<file path="src/hw/rtl/cscan_pkg.sv">
`timescale 1ns / 1ps

package cscan_pkg;

    // Default text length limit; byte positions stop counting here
    localparam int MAX_TEXT_BYTES_DEF = 65536;

    // Field widths of a result word
    localparam int KIND_W  = 2;
    localparam int START_W = 16;
    localparam int END_W   = 17;

    // Result queue size
    localparam int RQ_DEPTH = 4;
    localparam int RQ_AW    = $clog2(RQ_DEPTH);
    localparam int RQ_CW    = $clog2(RQ_DEPTH + 1);

    // Match kinds
    localparam logic [KIND_W-1:0] KIND_CARD = 2'd0;
    localparam logic [KIND_W-1:0] KIND_SSN  = 2'd1;
    localparam logic [KIND_W-1:0] KIND_END  = 2'd2;

    // Configuration register indexes
    localparam logic CFG_CARD_EN = 1'b0;
    localparam logic CFG_SSN_EN  = 1'b1;

    // One result word
    typedef struct packed {
        logic [KIND_W-1:0]  kind;
        logic [START_W-1:0] start_off;
        logic [END_W-1:0]   end_off;
        logic               last;
    } result_t;

    // Up to two result words pushed in one cycle, r0 first
    typedef struct packed {
        logic [1:0] count;
        result_t    r0;
        result_t    r1;
    } res_push_t;

endpackage

</file>
<file path="src/hw/rtl/cscan_core.sv">
`timescale 1ns / 1ps

module cscan_core #(
    parameter int MAX_TEXT_BYTES = cscan_pkg::MAX_TEXT_BYTES_DEF
) (
    input  logic                aclk,
    input  logic                aresetn,
    input  logic                s_valid,
    output logic                s_ready,
    input  logic [7:0]          s_text_byte,
    input  logic                s_final_byte,
    input  logic                cfg_wr_en,
    input  logic                cfg_addr,
    input  logic                cfg_wdata,
    input  logic                rq_room,
    output cscan_pkg::res_push_t push
);

    localparam int POS_W = $clog2(MAX_TEXT_BYTES + 1);
    localparam logic [POS_W-1:0] POS_MAX  = POS_W'(MAX_TEXT_BYTES);
    localparam logic [POS_W-1:0] POS_LAST = POS_W'(MAX_TEXT_BYTES - 1);
    localparam logic [4:0]       LEN_SAT  = 5'd17;
    localparam logic [7:0]       CH_DASH  = 8'h2D;

    // Card prefix and length rules
    function automatic logic is_card(input logic all_dig, input logic [4:0] len,
                                     input logic [3:0] d1, input logic [3:0] d2);
        logic hit;
        hit = 1'b0;
        if ((len == 5'd13 || len == 5'd16) && d1 == 4'd4)
            hit = 1'b1;
        if (len == 5'd16 && d1 == 4'd5 && d2 >= 4'd1 && d2 <= 4'd5)
            hit = 1'b1;
        if (len == 5'd15 && d1 == 4'd3 && (d2 == 4'd4 || d2 == 4'd7))
            hit = 1'b1;
        return hit & all_dig;
    endfunction

    // Input register
    logic       in_valid_reg;
    logic [7:0] in_byte_reg;
    logic       in_fin_reg;
    logic       advance;

    // Configuration
    logic card_en_reg, ssn_en_reg;

    // Scan state
    logic [POS_W-1:0] pos_reg,      pos_next;
    logic             inside_reg,   inside_next;
    logic [15:0]      wstart_reg,   wstart_next;
    logic [4:0]       wlen_reg,     wlen_next;
    logic             alldig_reg,   alldig_next;
    logic [3:0]       d1_reg,       d1_next;
    logic [3:0]       d2_reg,       d2_next;
    logic [1:0]       phase_reg,    phase_next;
    logic [15:0]      sstart_reg,   sstart_next;

    // Combinational working signals
    logic             is_digit, is_word;
    logic [3:0]       val;
    logic [POS_W-1:0] off, pos_inc;
    logic [POS_W+16:0] off_ext, cur_ext, len_ext;
    logic [15:0]      off16;
    logic [4:0]       w_len;
    logic             w_alldig;
    logic [3:0]       w_d1, w_d2;
    logic [15:0]      w_start;
    logic             judge, dash;
    logic [16:0]      judge_end;
    logic             card_hit, ssn_hit;
    logic [1:0]       ph_after;
    logic             set_sstart;
    cscan_pkg::result_t r_judge, r_mark;

    assign advance = in_valid_reg && rq_room;
    assign s_ready = !in_valid_reg || advance;

    // Input word capture
    always_ff @(posedge aclk) begin
        if (!aresetn) begin
            in_valid_reg <= 1'b0;
        end else if (s_valid && s_ready) begin
            in_valid_reg <= 1'b1;
        end else if (advance) begin
            in_valid_reg <= 1'b0;
        end
        if (s_valid && s_ready) begin
            in_byte_reg <= s_text_byte;
            in_fin_reg  <= s_final_byte;
        end
    end

    // Configuration writes
    always_ff @(posedge aclk) begin
        if (!aresetn) begin
            card_en_reg <= 1'b1;
            ssn_en_reg  <= 1'b1;
        end else if (cfg_wr_en) begin
            if (cfg_addr == cscan_pkg::CFG_CARD_EN)
                card_en_reg <= cfg_wdata;
            if (cfg_addr == cscan_pkg::CFG_SSN_EN)
                ssn_en_reg <= cfg_wdata;
        end
    end

    // Byte classes and offsets
    always_comb begin
        is_digit = in_byte_reg >= 8'h30 && in_byte_reg <= 8'h39;
        is_word  = is_digit || (in_byte_reg >= 8'h41 && in_byte_reg <= 8'h5A) ||
                   (in_byte_reg >= 8'h61 && in_byte_reg <= 8'h7A) || in_byte_reg == 8'h5F;
        val      = is_digit ? in_byte_reg[3:0] : 4'd0;
        off      = (pos_reg < POS_MAX) ? pos_reg : POS_LAST;
        pos_inc  = (pos_reg < POS_MAX) ? pos_reg + 1'b1 : pos_reg;
        off_ext  = {17'd0, off};
        cur_ext  = {17'd0, pos_reg};
        len_ext  = {17'd0, pos_inc};
        off16    = off_ext[15:0];
    end

    // Word tracking after this byte
    always_comb begin
        w_start  = wstart_reg;
        w_len    = wlen_reg;
        w_alldig = alldig_reg;
        w_d1     = d1_reg;
        w_d2     = d2_reg;
        if (is_word) begin
            if (!inside_reg) begin
                w_start  = off16;
                w_len    = 5'd1;
                w_alldig = is_digit;
                w_d1     = val;
                w_d2     = 4'd0;
            end else begin
                if (wlen_reg < LEN_SAT)
                    w_len = wlen_reg + 5'd1;
                w_alldig = alldig_reg & is_digit;
                if (w_len == 5'd2)
                    w_d2 = val;
            end
        end
    end

    // Word judgement: at a non-word byte ending a word, or at a final byte inside one
    always_comb begin
        judge      = is_word ? in_fin_reg : inside_reg;
        judge_end  = is_word ? len_ext[16:0] : cur_ext[16:0];
        dash       = !is_word && in_byte_reg == CH_DASH;
        card_hit   = judge && card_en_reg && is_card(w_alldig, w_len, w_d1, w_d2);
        ssn_hit    = judge && ssn_en_reg && phase_reg == 2'd2 && w_alldig && w_len == 5'd4;
        ph_after   = 2'd0;
        set_sstart = 1'b0;
        if (dash && w_alldig) begin
            if (w_len == 5'd3) begin
                ph_after   = 2'd1;
                set_sstart = 1'b1;
            end else if (w_len == 5'd2 && phase_reg == 2'd1) begin
                ph_after = 2'd2;
            end
        end
    end

    // Next scan state
    always_comb begin
        pos_next    = pos_inc;
        inside_next = inside_reg;
        wstart_next = w_start;
        wlen_next   = w_len;
        alldig_next = w_alldig;
        d1_next     = w_d1;
        d2_next     = w_d2;
        phase_next  = phase_reg;
        sstart_next = sstart_reg;
        if (in_fin_reg) begin
            pos_next    = '0;
            inside_next = 1'b0;
            wstart_next = '0;
            wlen_next   = '0;
            alldig_next = 1'b1;
            d1_next     = '0;
            d2_next     = '0;
            phase_next  = '0;
            sstart_next = '0;
        end else if (is_word) begin
            inside_next = 1'b1;
        end else if (inside_reg) begin
            inside_next = 1'b0;
            phase_next  = ph_after;
            if (set_sstart)
                sstart_next = w_start;
        end else begin
            phase_next = 2'd0;
        end
    end

    always_ff @(posedge aclk) begin
        if (!aresetn) begin
            pos_reg    <= '0;
            inside_reg <= 1'b0;
            wstart_reg <= '0;
            wlen_reg   <= '0;
            alldig_reg <= 1'b1;
            d1_reg     <= '0;
            d2_reg     <= '0;
            phase_reg  <= '0;
            sstart_reg <= '0;
        end else if (advance) begin
            pos_reg    <= pos_next;
            inside_reg <= inside_next;
            wstart_reg <= wstart_next;
            wlen_reg   <= wlen_next;
            alldig_reg <= alldig_next;
            d1_reg     <= d1_next;
            d2_reg     <= d2_next;
            phase_reg  <= phase_next;
            sstart_reg <= sstart_next;
        end
    end

    // Result words; card and SSN hits never coincide (length differs)
    always_comb begin
        r_judge.kind      = card_hit ? cscan_pkg::KIND_CARD : cscan_pkg::KIND_SSN;
        r_judge.start_off = card_hit ? w_start : sstart_reg;
        r_judge.end_off   = judge_end;
        r_judge.last      = 1'b0;
        r_mark.kind       = cscan_pkg::KIND_END;
        r_mark.start_off  = '0;
        r_mark.end_off    = len_ext[16:0];
        r_mark.last       = 1'b1;

        push.r0 = r_judge;
        push.r1 = r_mark;
        if (!advance) begin
            push.count = 2'd0;
        end else if (card_hit || ssn_hit) begin
            push.count = in_fin_reg ? 2'd2 : 2'd1;
        end else begin
            push.count = in_fin_reg ? 2'd1 : 2'd0;
            push.r0    = r_mark;
        end
    end

endmodule

</file>
<file path="src/hw/rtl/cscan_rq.sv">
`timescale 1ns / 1ps

module cscan_rq (
    input  logic                 aclk,
    input  logic                 aresetn,
    input  cscan_pkg::res_push_t push,
    output logic                 rq_room,
    output logic                 m_valid,
    input  logic                 m_ready,
    output cscan_pkg::result_t   head
);

    localparam int AW = cscan_pkg::RQ_AW;
    localparam int CW = cscan_pkg::RQ_CW;

    cscan_pkg::result_t mem_reg [cscan_pkg::RQ_DEPTH];
    logic [AW-1:0] wr_ptr_reg, rd_ptr_reg;
    logic [CW-1:0] count_reg;
    logic          pop;
    logic [AW-1:0] wr_ptr_b;

    assign pop      = m_valid && m_ready;
    assign m_valid  = count_reg != '0;
    assign head     = mem_reg[rd_ptr_reg];
    // room for two words, judged without the pop of this cycle
    assign rq_room  = count_reg <= CW'(cscan_pkg::RQ_DEPTH - 2);
    assign wr_ptr_b = wr_ptr_reg + 1'b1;

    // Storage
    always_ff @(posedge aclk) begin
        if (push.count != 2'd0)
            mem_reg[wr_ptr_reg] <= push.r0;
        if (push.count == 2'd2)
            mem_reg[wr_ptr_b] <= push.r1;
    end

    // Pointers and fill level
    always_ff @(posedge aclk) begin
        if (!aresetn) begin
            wr_ptr_reg <= '0;
            rd_ptr_reg <= '0;
            count_reg  <= '0;
        end else begin
            wr_ptr_reg <= wr_ptr_reg + AW'(push.count);
            if (pop)
                rd_ptr_reg <= rd_ptr_reg + 1'b1;
            count_reg <= count_reg + CW'(push.count) - CW'(pop);
        end
    end

endmodule

</file>
<file path="src/hw/rtl/card_and_ssn_number_scanner.sv">
`timescale 1ns / 1ps

// Card number and SSN scanner.
// Input channel (s_*): one text byte per word, s_final_byte marks the last
// byte of a text. Result channel (m_*): card (kind 0) and SSN (kind 1)
// matches with start and exclusive end offsets, in the order they end, then
// one end-of-text word (kind 2, m_last_result high) per text.
// cfg_wr_en/cfg_addr/cfg_wdata write card_enable (0) and ssn_enable (1);
// write only while the scanner is idle.
// A byte waits in the input register until the queue has room for two words; its
// results then enter a four-deep result queue and are offered on m_* from then on.
// Throughput: one byte per cycle. The input register advances while the
// queue holds at most two words; with the receiver always ready, a final
// byte that yields two words stalls the input only when it
// meets a queue that still holds two earlier words.
// Receiver stall: once the queue holds more than two words, s_ready drops; nothing is lost.
// Reset: the queue empties, scan state clears, both enables read 1.
// Byte offsets stop counting at MAX_TEXT_BYTES.

module card_and_ssn_number_scanner #(
    parameter int MAX_TEXT_BYTES = cscan_pkg::MAX_TEXT_BYTES_DEF
) (
    input  logic        aclk,
    input  logic        aresetn,
    input  logic        s_valid,
    output logic        s_ready,
    input  logic [7:0]  s_text_byte,
    input  logic        s_final_byte,
    output logic        m_valid,
    input  logic        m_ready,
    output logic [1:0]  m_match_kind,
    output logic [15:0] m_start_offset,
    output logic [16:0] m_end_offset,
    output logic        m_last_result,
    input  logic        cfg_wr_en,
    input  logic        cfg_addr,
    input  logic        cfg_wdata
);

    cscan_pkg::res_push_t push;
    cscan_pkg::result_t   head;
    logic                 rq_room;

    cscan_core #(
        .MAX_TEXT_BYTES(MAX_TEXT_BYTES)
    ) u_core (
        .aclk        (aclk),
        .aresetn     (aresetn),
        .s_valid     (s_valid),
        .s_ready     (s_ready),
        .s_text_byte (s_text_byte),
        .s_final_byte(s_final_byte),
        .cfg_wr_en   (cfg_wr_en),
        .cfg_addr    (cfg_addr),
        .cfg_wdata   (cfg_wdata),
        .rq_room     (rq_room),
        .push        (push)
    );

    cscan_rq u_rq (
        .aclk   (aclk),
        .aresetn(aresetn),
        .push   (push),
        .rq_room(rq_room),
        .m_valid(m_valid),
        .m_ready(m_ready),
        .head   (head)
    );

    assign m_match_kind   = head.kind;
    assign m_start_offset = head.start_off;
    assign m_end_offset   = head.end_off;
    assign m_last_result  = head.last;

endmodule

</file>
<file path="config.mk">
export PLATFORM = sky130hd
export DESIGN_NAME = card_and_ssn_number_scanner
export DESIGN_NICKNAME = d
export VERILOG_FILES = /design/src/hw/rtl/cscan_pkg.sv /design/src/hw/rtl/cscan_core.sv /design/src/hw/rtl/cscan_rq.sv /design/src/hw/rtl/card_and_ssn_number_scanner.sv
export SDC_FILE = /design/constraint.sdc
export NUM_CORES = 1
export LEC_CHECK = 0
export BUFFER_PORTS_ARGS = -buffer_cell sky130_fd_sc_hd__buf_2
export CAP_MARGIN = 0
export CORE_MARGIN = 8
export CORE_UTILIZATION = 40
export DETAILED_ROUTE_END_ITERATION = 8
export MAX_ROUTING_LAYER = met4
export PLACE_DENSITY_LB_ADDON = 0.3
export SYNTH_ARGS = -nofsm -noshare
export SYNTH_HDL_FRONTEND = slang
export SYNTH_SLANG_ARGS = --single-unit
</file>
<file path="constraint.sdc">
create_clock -name aclk -period 6.08 [get_ports aclk]
set_clock_uncertainty 0.15 [all_clocks]
set_input_delay 1.216 -clock aclk [delete_from_list [all_inputs] [get_ports aclk]]
set_output_delay 1.216 -clock aclk [all_outputs]
set_load 0.01 [all_outputs]
</file>
==> summary.txt, run 1 <==
Status
  – Status: complete, no violations

Synth
  – Syn_area_per_cell: slightly below 10 um^2
  – Syn nets: 1,207
  – Synth Cell Area: 11,660 um^2
  – Simple-gate share of the synthesized area: 0.1604
  – Yosys top cell area share: 0.2576
  – Seq/Total Area, Yosys: 0.4560
  – Yosys cell types: 69
  – Synth async-reset ratio: 0
  – Largest family of logic cells by synthesized area: compound AO/OA/AOI/OAI gates
  – Mux contribution to synthesized area: 0.08394
  – Synth Area in Adders: 0.009231
  – Synth area leader: dfxtp_1
  – Synth Area in Compound Gates: 0.2323
  – Top_reg_cell synth: dfxtp_1
  – Synth area leaders: dfxtp_1 (26%), edfxtp_1 (20%), mux4_2 (6.8%)
  – Post-synth EDFFs: 77
  – YS warnings: 0
  – Post-synthesis cell count: 1,183
  – Post-synthesis register bit count: approximately 230
  – Xor and xnor area share after synthesis: 0.008265

STA
  – Fmax: 0.1959 GHz
  – Measured slew at the worst slew-check pin: 1267 ps
  – Setup ws final: a little under 1000 ps
  – Fin crit period: between 5000 and 6000 ps
  – Total negative slack: 0 ps
  – Final worst-path cycle share: 0.8397
  – Setup Viol. Count Final: 0
  – Final-report hold violation count: 0
  – RSZ-0062 raised after global routing: no
  – Final Max Tran Viols: 0
  – Max-slew headroom: 0.1441

Global route
  – Antenna violations before repair: 0
  – Vias in the first global route: 9,193
  – Total GRT Usage: 0.1878
  – Largest net degree at the start of global routing: 78
  – Global-route wire length before repair: about 52 mm
  – GRT Residual Overflow: 0

Route
  – Avg WL per Cell: 20.67 um
  – Initial DRT Pass Iterations: 6
  – Initial DRC count: 882
  – ANT nets after route: 0
  – Drt total wl: 32.75 mm
  – Vias: 9,507
  – Post-route DRC violation count: 0
  – Via density: 6.002

Setup path
  – CP Max Fanout: 19
  – CP Capture Type: flip-flop
  – Critical setup path kind: flip-flop to flip-flop
  – Critical Path Source Type: flip-flop
  – CP Cell Sequence: ha_1 -> and2_0 -> a21oi_1 -> or2_2 -> o31ai_1 -> nand3_1 -> a211o_1 -> nand3_1 -> ha_1 -> nand2_1 -> nor2_1 -> and3_1 -> nor2_1 -> buf_4 -> inv_1 -> buf_4 -> nand2_1 -> a31oi_1
  – Critical Path Slowest Stage Cell: dfxtp_1
  – FF-to-FF setup slack: 970 ps
  – Worst path arrival time: 5320 ps
  – Critical path required time: 6290 ps
  – Critical Path Max Stage Delay: 590 ps

Placed design
  – IO buf count: 53
  – Gpl congestion: approximately 0.89
  – DP HPWL: 20.88 mm
  – Post-DP Area: about 12,000 um^2
  – Post-Place Worst Slack: 1089 ps

CTS
  – Hold bufs inserted after CTS: 0
  – Post-CTS Setup Bufs: 0
  – CTS tree: done
  – Clk_lat worst skew: 530 ps
  – CTS Sinks: 227
  – H-tree lvl count: 1
  – CTS buffer count: 26
  – Post-cts sizing count: 0
  – CTS root buffer: clkbuf_16
  – Worst-path clk slew: 60 ps
  – Clock tree buffer depth: 3

Final layout
  – ANT cells: 0
  – Max FFs per register: 140
  – Area Growth Syn to Fin: 10.97%
  – Post-route design area: 12,930 um^2
  – Total Nets Final: about 1,200
  – Utilization after layout: 0.4507
  – Layout cell share with drive strength beyond 1: 0.1683

Flow run
  – # Max-Cap Violations: 0

Power
  – Power Density: 306.2 nW/um^2
  – Peak VDD IR: 0.1762 mV
  – Leak Pwr: 4.305 nW

Floorplan
  – Initial core utilization: 0.4061
  – Num rows: 62
  – Die extent in x: 186.7 um
  – Die Y: 186.7 um
  – Die area: 34,860 um^2
  – I/O Pins: 54
  – Std-Cell Core Area: 28,700 um^2

Min path
  – Worst hold path class: flip-flop to flip-flop
-- cell usage in the layout (no fill, tap or decap), drive strengths merged, types with 41 or more instances in the layout --
cell type,netlist,final
dfxtp,150,150
o21ai,117,117
a21oi,102,102
edfxtp,77,77
nand2,76,76
buf,28,74
a22oi,71,71
nor2,69,69
nor2b,66,66
o221a,52,52
nor3,41,41
clkbuf,77,41
-- final timing paths --
kind         cells past startpoint                   to           startpoint
max                             18  u_rq.mem_reg[0][17]   u_core.wlen_reg[1]
min                              1  u_rq.mem_reg[2][34]  u_rq.mem_reg[2][34]
max reg2reg                     18  u_rq.mem_reg[0][17]   u_core.wlen_reg[1]
min reg2reg                      1  u_rq.mem_reg[2][34]  u_rq.mem_reg[2][34]
-- routing by layer --
layer  vias up  global-route usage  share of wire
met1      4607              0.2469           0.45
met4         0             0.04948          0.019
met5         -                   -              0
met2       383              0.3035           0.47
met3        59             0.02330          0.066
li1       4458                   -              -
-- cells by family (layout without fill, tap and decap cells) --
logic type               count (synthesis)  in the layout
adder cells (fa/ha/maj)                  8              8
AO/OA/AOI/OAI                          403            403
AND/OR/NAND/NOR                        352            352
flip-flops                             227            227
buffers and inverters                  128            145
XOR/XNOR                                11             11
multiplexers                            54             54
-- synth_stat cells, drive strengths merged, types with 8 or more instances --
cell	count
nor3	41
clkbuf	77
nor2	69
dfxtp	150
a22o	8
inv	22
a22oi	71
o21ai	117
and3	10
a21boi	8
nor2b	66
nand3	28
buf	28
nand2b	9
mux2i	19
nand2	76
o221a	52
a21oi	102
mux4	35
edfxtp	77
and2	21
-- area by class of cell --
type                       instances  area (um^2)
multi-input combinational        828         5759
timing repair buffer              74        422.9
sequential                       227         5318
clock buffer                      41        800.8
inverter                          23        86.33
fill                            2764        15770
clock inverter                     7        67.56
tap                              384        480.5
-- stage by stage --
step / std cells / power, mW / hold WS, ps
3_5_place_dp: 1536 / 2.434 / 286.1
5_1_grt: 1584 / 4.128 / 320.5
3_3_place_gp: 1536 / 2.427 / 281.7
2_1_floorplan: 1183 / 2.229 / 271.1
4_1_cts: 1584 / 4.000 / 303.1
6_report: 1584 / 3.961 / 299.6
-- power by group --
part	internal [mW]	switching, mW	total, mW
logic	0.287	0.368	0.655
clock network	0.946	0.621	1.57
registers	1.63	0.108	1.74
-- critical path, delay by kind of cell, from the launching register on --
kind	cells	cell delay [ps]
AND/OR/NAND/NOR	9	1610
buffers and inverters	3	1110
AO/OA/AOI/OAI	4	900
flip-flops	1	590
adder cells (fa/ha/maj)	2	570
Note: power is estimated with default switching activity, not from simulation.
==> run 2, diff against run 1 <==
--- a/config.mk
+++ b/config.mk
@@ -5,6 +5,7 @@
 export SDC_FILE = /design/constraint.sdc
 export NUM_CORES = 1
 export LEC_CHECK = 0
+export ABC_AREA = 1
 export BUFFER_PORTS_ARGS = -buffer_cell sky130_fd_sc_hd__buf_2
 export CAP_MARGIN = 0
 export CORE_MARGIN = 8
==> constraint.sdc (replaced) <==
create_clock -name aclk -period 5.2 [get_ports aclk]
set_clock_uncertainty 0.15 [all_clocks]
set_input_delay 1.04 -clock aclk [delete_from_list [all_inputs] [get_ports aclk]]
set_output_delay 1.04 -clock aclk [all_outputs]
set_load 0.01 [all_outputs]
==> summary.txt, run 2 <==
Synth
  – Yosys top cell area share: 0.2653
  – Top_reg_cell synth: dfxtp_1
  – Syn_area_per_cell: a little over 7 um^2
  – Synth area leader: dfxtp_1
  – Synth async-reset ratio: 0
  – Syn nets: between 1,500 and 2,000
  – Yosys cell types: 38
  – Synth area leaders: dfxtp_1 (27%), edfxtp_1 (20%), nand2_1 (18%)
  – Post-synthesis register bit count: roughly 230
  – Post-synth top cells: nand2_1 (537), o21ai_0 (154), dfxtp_1 (150)
  – Post-synthesis cell count: 1,577
  – Seq/Total Area, Yosys: 0.4696
  – YS warnings: 0
  – Synth Cell Area: 11,320 um^2
  – Most common cell in the synthesized netlist: nand2_1
  – Post-synth EDFFs: 77

Setup path
  – Reg2reg end: u_rq.mem_reg[3][34]
  – Critical Path Slowest Stage Cell: clkinv_1
  – Worst path arrival time: 4890 ps
  – Worst path most repeated cell: nand2_1
  – Worst reg2reg path startpoint: u_core.in_byte_reg[3]
  – CP Max Fanout: 17
  – Critical setup path kind: flip-flop to flip-flop
  – Worst reg2reg path depth: 26
  – CP Capture Type: flip-flop
  – Critical Path Source Type: flip-flop
  – FF-to-FF setup slack: 570 ps
  – Critical Path Max Stage Delay: 540 ps
  – Critical path required time: 5460 ps

STA
  – Final Max Tran Viols: 0
  – Measured slew at the worst slew-check pin: 1191 ps
  – Final worst-path cycle share: 0.8901
  – Total negative slack: 0 ps
  – RSZ-0062 raised after global routing: no
  – Hold Slack: 298.6 ps
  – Setup ws final: 571.4 ps
  – Max-slew headroom: 0.2052
  – Fmax: 0.2161 GHz
  – Setup Viol. Count Final: 0
  – Fin crit period: 4629 ps
  – Final-report hold violation count: 0

CTS
  – Hold bufs inserted after CTS: 0
  – Worst-path clk slew: about 60 ps
  – Clk_lat worst skew: 530 ps
  – CTS Sinks: 227
  – CTS root buffer: clkbuf_16
  – Clock tree buffer depth: 3
  – H-tree lvl count: 1
  – Post-cts sizing count: 0
  – CTS buffer count: 26
  – Post-CTS Setup Bufs: 0
  – CTS tree: done

Power
  – Peak VDD IR: 0.2975 mV
  – Sw Ratio: 0.3299
  – Gate power share: 0.246
  – Switching power of the nets: 1.635 mW
  – Seq pwr share: 0.414
  – Leak Pwr: 5.356 nW
  – Clock Power Share: 0.340
  – Power Density: around 400 nW/um^2
  – P_int: 3.321 mW

Final layout
  – Layout cell share with drive strength beyond 1: 0.08354
  – Max FFs per register: 140
  – Fillers: 2,805
  – Most common library cell in the layout ignoring fill and taps: nand2_1
  – Utilization after layout: 0.4535
  – Most frequent cells in the layout: nand2_1 (537), o21ai_0 (154), dfxtp_1 (149)
  – Area Growth Syn to Fin: 11.62%
  – Total Nets Final: 1,620
  – ANT cells: 0
  – Post-route insts no fill: 1,994

Floorplan
  – Die area: 33,940 um^2
  – Initial core utilization: 0.4063
  – Num rows: 61
  – Std-Cell Core Area: 27,860 um^2
  – Die Y: 184.2 um
  – I/O Pins: 54
  – Die extent in x: 184.2 um

Min path
  – Worst hold path class: flip-flop to flip-flop
  – WHS Endpoint: u_rq.mem_reg[2][26]
  – Hold path depth: 2
  – Hold Crit Start: u_rq.mem_reg[2][26]

Route
  – Post-Route M1 WL: 15.00 mm
  – Post-route DRC violation count: 0
  – Metal2 WL: 14.13 mm
  – Max layer used: met4
  – Vias: 10,550
  – Drt total wl: about 32 mm
  – WL met3: 2.205 mm
  – ANT nets after route: 0
  – Avg WL per Cell: roughly 16 um
  – Initial DRT Pass Iterations: 6
  – Initial DRC count: 1,006
  – Via density: 5.292

Global route
  – Total GRT Usage: 0.1931
  – Largest net degree at the start of global routing: 71
  – Vias in the first global route: slightly below 10,000
  – Antenna violations before repair: 0
  – GRT Residual Overflow: 0
  – Global-route wire length before repair: 52.13 mm

Flow run
  – # Max-Cap Violations: 0

Placed design
  – IO buf count: 53
  – Placed insts: 1,946
  – Gpl congestion: 0.9263
  – Post-Place Worst Slack: 699.8 ps
  – DP HPWL: 21.08 mm

Status
  – Status: complete, no violations
==> run 2: cells by family (layout without fill, tap and decap cells) <==
family | after synthesis | after routing | synth area share
AOI/OAI and AO/OA | 293 | 293 | 0.1383
xor gates and xnor gates | 14 | 14 | 0.01083
adders and majority gates | 8 | 8 | 0.009507
buffers and inverters | 197 | 236 | 0.06986
DFF | 227 | 227 | 0.4696
and+or+nand+nor | 838 | 838 | 0.3019
==> run 2: power groups by stage <==
stage	clock network (mW)	logic (mW)	registers (mW)
floorplan	0	0.839	2.06
detailed placement	0	1.22	2.08
global route	1.80	1.37	2.07
finish	1.68	1.22	2.05
CTS	1.72	1.22	2.05
global placement	0	1.21	2.08
==> run 2: routing by layer <==
| layer | track usage | vias to the layer above |
|---|---|---|
| met3 | 0.02304 | 47 |
| met5 | - | - |
| met2 | 0.3017 | 360 |
| li1 | - | 5227 |
| met4 | 0.05679 | 0 |
| met1 | 0.2599 | 4918 |
==> run 2: area by class of cell <==
| cell class | count | area, um^2 | share of cell area |
|---|---|---|---|
| clock buffer | 41 | 726.9 | 0.05754 |
| clock inverter | 7 | 50.05 | 0.003962 |
| timing repair buffer | 73 | 415.4 | 0.03288 |
| tap | 378 | 473.0 | 0.03744 |
| multi-input combinational | 1153 | 5218 | 0.4130 |
| inverter | 115 | 434.2 | 0.03437 |
| sequential | 227 | 5316 | 0.4208 |
==> run 2: worst max-delay path, delay by kind of cell (launching register included) <==
kind	cells	cell delay (ps)
buf+inv	4	790
flops	1	390
simple gates	20	2940
fa+ha+maj	1	150
compound gates	1	100
==> run 2: metrics by stage <==
| stage | power, mW | instance area, um^2 |
|---|---|---|
| final | 4.955 | 12630 |
| after global routing | 5.242 | 12630 |
| after CTS | 4.992 | 12630 |
| after detailed placement | 3.303 | 11860 |
| after global placement | 3.296 | 11860 |
| after floorplan | 2.903 | 11320 |
==> run 2: worst max-delay path by stage <==
stage / startpoint / end / slack (ps) / cells past startpoint
2_1_floorplan: u_core.in_byte_reg[3] / u_rq.mem_reg[3][18] / 980 / 27
3_3_place_gp: u_core.in_byte_reg[2] / u_rq.mem_reg[3][34] / 800 / 25
3_5_place_dp: u_core.in_byte_reg[3] / u_rq.mem_reg[3][34] / 700 / 26
4_1_cts: u_core.in_byte_reg[3] / u_rq.mem_reg[2][34] / 620 / 26
5_1_grt: u_core.in_byte_reg[3] / u_rq.mem_reg[3][34] / 80 / 24
6_report: u_core.in_byte_reg[3] / u_rq.mem_reg[3][34] / 570 / 26
